==> src/rtl/gblur_ram.sv <==
// Generic single-clock RAM with one write port and one registered read port.
module gblur_ram #(
    parameter int WIDTH = 8,
    parameter int DEPTH = 16
) (
    input  logic                     i_clk,
    input  logic                     i_we,
    input  logic [$clog2(DEPTH)-1:0] i_waddr,
    input  logic [WIDTH-1:0]         i_wdata,
    input  logic [$clog2(DEPTH)-1:0] i_raddr,
    output logic [WIDTH-1:0]         o_rdata
);
    logic [WIDTH-1:0] r_mem [DEPTH];
    logic [WIDTH-1:0] r_rdata;

    always_ff @(posedge i_clk) begin
        if (i_we) begin
            r_mem[i_waddr] <= i_wdata;
        end
        r_rdata <= r_mem[i_raddr];
    end

    assign o_rdata = r_rdata;
endmodule

==> config.mk <==
export PLATFORM = sky130hd
export DESIGN_NAME = gblur_ram
export DESIGN_NICKNAME = d
export VERILOG_FILES = /design/src/rtl/gblur_ram.sv
export SDC_FILE = /design/constraint.sdc
export NUM_CORES = 1
export LEC_CHECK = 0
export BUFFER_PORTS_ARGS = -buffer_cell sky130_fd_sc_hd__clkbuf_2
export CAP_MARGIN = 25
export CORE_ASPECT_RATIO = 0.8
export CORE_MARGIN = 4
export CORE_UTILIZATION = 65
export DETAILED_ROUTE_END_ITERATION = 7
export PLACE_DENSITY = 0.81
export SLEW_MARGIN = 20
export SYNTH_ARGS = -nofsm -noshare
export SYNTH_HDL_FRONTEND = slang
export SYNTH_SLANG_ARGS = --single-unit
export TNS_END_PERCENT = 1
==> constraint.sdc <==
create_clock -name i_clk -period 3.5 [get_ports i_clk]
set_input_delay 0.175 -clock i_clk [delete_from_list [all_inputs] [get_ports i_clk]]
set_output_delay 0.175 -clock i_clk [all_outputs]
set_load 0.02 [all_outputs]
-- Word-level counts from Yosys, hierarchy flattened
Memory sizes are Yosys's and may differ from the RTL's. A register that Yosys moved wholly into a read port is not among the register bits.
Index checks and enable logic that the tools add are counted.
- register bits after elaboration: 0
- memory bits (writable): 128
- bits of input ports: 18
- output and inout port bits: 8
- logic and storage cells: 3
- memories: 1
- multiplexer cells: 2
- memories (name ; words ; width ; read ports ; clocked after memory_dff ; write ports ; line ; source):
    r_mem ; 16 ; 8 ; 1 ; 1 ; 1 ; 13 ; logic [WIDTH-1:0] r_mem [DEPTH];
- operators by type and width (kind ; number):
    two-way mux 1 bit ; 2

-- Depth between registers and ports, before layout
- depth after elaboration: 2
- depth in mapped cells: 5
- mapped depth without buffers: 3

-- Worst setup path before layout
OpenSTA, ideal clock, no wires.
- path type: input port to flip-flop
- from: input i_waddr[2]
- to: memory r_mem[0][0], enable pin
- setup time: 383 ps
- arrival: 1285 ps
- required time: 3117 ps
- path slack: 1832 ps
- cell stages on the path: 2
- buffers on the path: 0
- cells stage by stage: or3b_2 -> nor3_1
- RTL lines (element ; line ; source):
    start: declaration ; 8 ; input logic [$clog2(DEPTH)-1:0] i_waddr,
    end: declaration ; 13 ;
No word-level cell before the write port.

==> qor.yml <==
sta:
  worstMarginPinSlew_ns: 0.954
  slew_headroom_pct: 36.1
  setup_ws_ns: 1.93
  fin_crit_sh_pct: 45.0
  fmax_ghz: 0.635
  finalHoldViolations: 0
  rsz0062_at_grt: "no"
  slew_violations: 0
  clock_skew_ns: 0.00606
  fin_setup_tns_ns: 0
  setup_violations: 0
  min_period_ns: 1.57
grt:
  grt_usage_pct: 23.1
  grt_pass1_wl_um: 14900
  grt_start_max_net_pins: 33
  grt_pass1_vias: 2519
  grt_antenna_before_repair: 0
  grt_overflow: 0
status:
  status: "finished clean"
critical_path:
  cp.arrival_ns: 1.98
  worstPathRequired_ns: 3.90
  setup.worst_path.class: "primary input to flop"
  cp-start-kind: "primary input"
  end_kind: "flop"
  cp_max_fo: 19
cells_and_area:
  antenna_cells: 0
  drive_gt1_share_pct: 28.2
  final_util_pct: 78.1
  area_growth_pct: 14.3
  finalNetCount: 287
clock_tree:
  cts_buffers: 17
  cts_tree: "built"
  cts_hold_buffers: 0
  root_buffer: "clkbuf_8"
  clockBufferDepth: 2
  ctsResizeCount: 0
  ctsHtreeMaxLevel: 4
  clk_latency_ns: 0.52
  clock-sinks: 136
  post-cts-setup-buffer-count: 0
  path_clk_slew_ns: 0.06
yosys:
  yosysSeqAreaShare_pct: 77.8
  yosysWarnings: 0
  netlist_area_sq_um: 5150
  synth_cell_types: 19
  synth_nets: 247
  avgSynthCellArea_sq_um: 22.5
  netlist_instances: 229
  ys_ff_latch: 136
floorplan:
  start_util_pct: 68.3
  die_width_um: 107
  coreArea_sq_um: 7530
  dieHeight_um: 87.6
  fp.dieArea_sq_um: 9420
  ios: 26
  row_count: 28
place:
  dpl_worst_slack_ns: 1.45
  io_buffers: 25
  gp_congestion: 0.744
  hpwl_um: 5900
detailed_routing:
  post-route-drc-count: 0
  ant_nets: 0
  routedWlPerCell_um: 24.6
  routed_wirelength_um: 9480
  drt_iter0_drc: 146
  via_per_inst: 6.26
  dr.pass1.iters: 4
  routed-via-count: 2411
power_and_ir_drop:
  power_density_nw_per_um2: 605
  ir_drop_mv: 0.638
  leakagePower_nw: 1.97
hold_path:
  hp-class: "primary input to flop"
run:
  maxCapViolCount: 0
## layout by cell type, fill, tap and decap left out
cell,n
and2b_1,1
a22oi_1,16
clkinvlp_4,5
nand3_1,1
clkinv_4,1
mux4_1,14
dfxtp_1,8
nand3b_1,2
inv_6,1
clkbuf_16,16
clkinv_1,1
nand2b_1,2
nor3_1,4
clkinv_2,4
nor2_1,13
or3b_2,1
nor2b_1,1
bufinv_16,1
edfxtp_1,128
clkbuf_8,1
clkbuf_2,25
mux4_2,18
and2_1,1
nand2_1,9
buf_4,6
## metrics by stage
| stage | hold WS [ns] | power, W | instance area (sq um) | instances |
|---|---|---|---|---|
| after floorplan | 0.274 | 0.00197 | 5150 | 229 |
| after global placement | 0.585 | 0.00203 | 5360 | 355 |
| after detailed placement | 0.594 | 0.00204 | 5360 | 355 |
| after CTS | 0.0559 | 0.00358 | 5890 | 385 |
| after global routing | 0.0879 | 0.00368 | 5890 | 385 |
| final | 0.0667 | 0.00356 | 5890 | 385 |
## cells by family after synthesis
group | after synthesis | share of synthesized area [%]
flops | 136 | 77.8
compound gates | 16 | 2.33
buf+inv | 10 | 1.68
mux | 32 | 15.0
simple gates | 35 | 3.18
## area by class of cell
class | instances | area (sq um)
multi-input cells | 83 | 1060
flip-flops and latches | 136 | 4000
well taps | 105 | 131
clock buffers | 17 | 414
clock inverters | 13 | 109
fillers | 394 | 1650
repair buffers | 31 | 170
## state kept, by name, summed over array words and instances, names as in the netlist
register  count
o_rdata       8
r_mem       128
## Yosys cell counts
library cell | count | area share (%)
a22oi_1 | 16 | 2.3
and2_1 | 1 | 0.12
and2b_1 | 1 | 0.15
buf_2 | 3 | 0.29
buf_4 | 1 | 0.15
buf_6 | 3 | 0.66
clkdlybuf4s25_2 | 3 | 0.58
dfxtp_1 | 8 | 3.1
edfxtp_1 | 128 | 75
mux4_1 | 14 | 7.1
mux4_2 | 18 | 7.9
nand2_1 | 9 | 0.66
nand2b_1 | 2 | 0.24
nand3_1 | 1 | 0.097
nand3b_1 | 2 | 0.29
nor2_1 | 13 | 0.95
nor2b_1 | 1 | 0.12
nor3_1 | 4 | 0.39
or3b_2 | 1 | 0.17
## final timing paths
kind / from / to / slack, ns / cells after the start
setup / recovery: i_raddr[0] / o_rdata[3] / 1.93 / 5
hold / removal: i_wdata[0] / r_mem[12][0] / 0.07 / 1
setup reg to reg: r_mem[1][3] / o_rdata[3] / 2.12 / 3
hold reg to reg: r_mem[9][2] / o_rdata[2] / 0.69 / 3
## layer usage
metal,GRT usage [%],share of wire (%),wire (um),vias to the layer above
li1,-,-,-,1052
met1,33.3,43,4100,1257
met3,6.48,6.7,636,12
met4,7.57,1.1,108,0
met2,35.2,49,4630,90
met5,0,0,0,-
## critical path, stage by stage
cell and delay (ns):
clkbuf_2 0.52, buf_4 0.35, mux4_1 0.62, a22oi_1 0.22, nand2_1 0.09
## where the power goes
part	total [W]	internal (W)	leakage, nW	switching, W
clock network	0.00156	0.000925	0.245	0.000632
logic	0.000169	0.0000669	0.505	0.000102
registers	0.00184	0.00182	1.22	0.0000136
No activity file was read; power rests on OpenSTA's default activity.
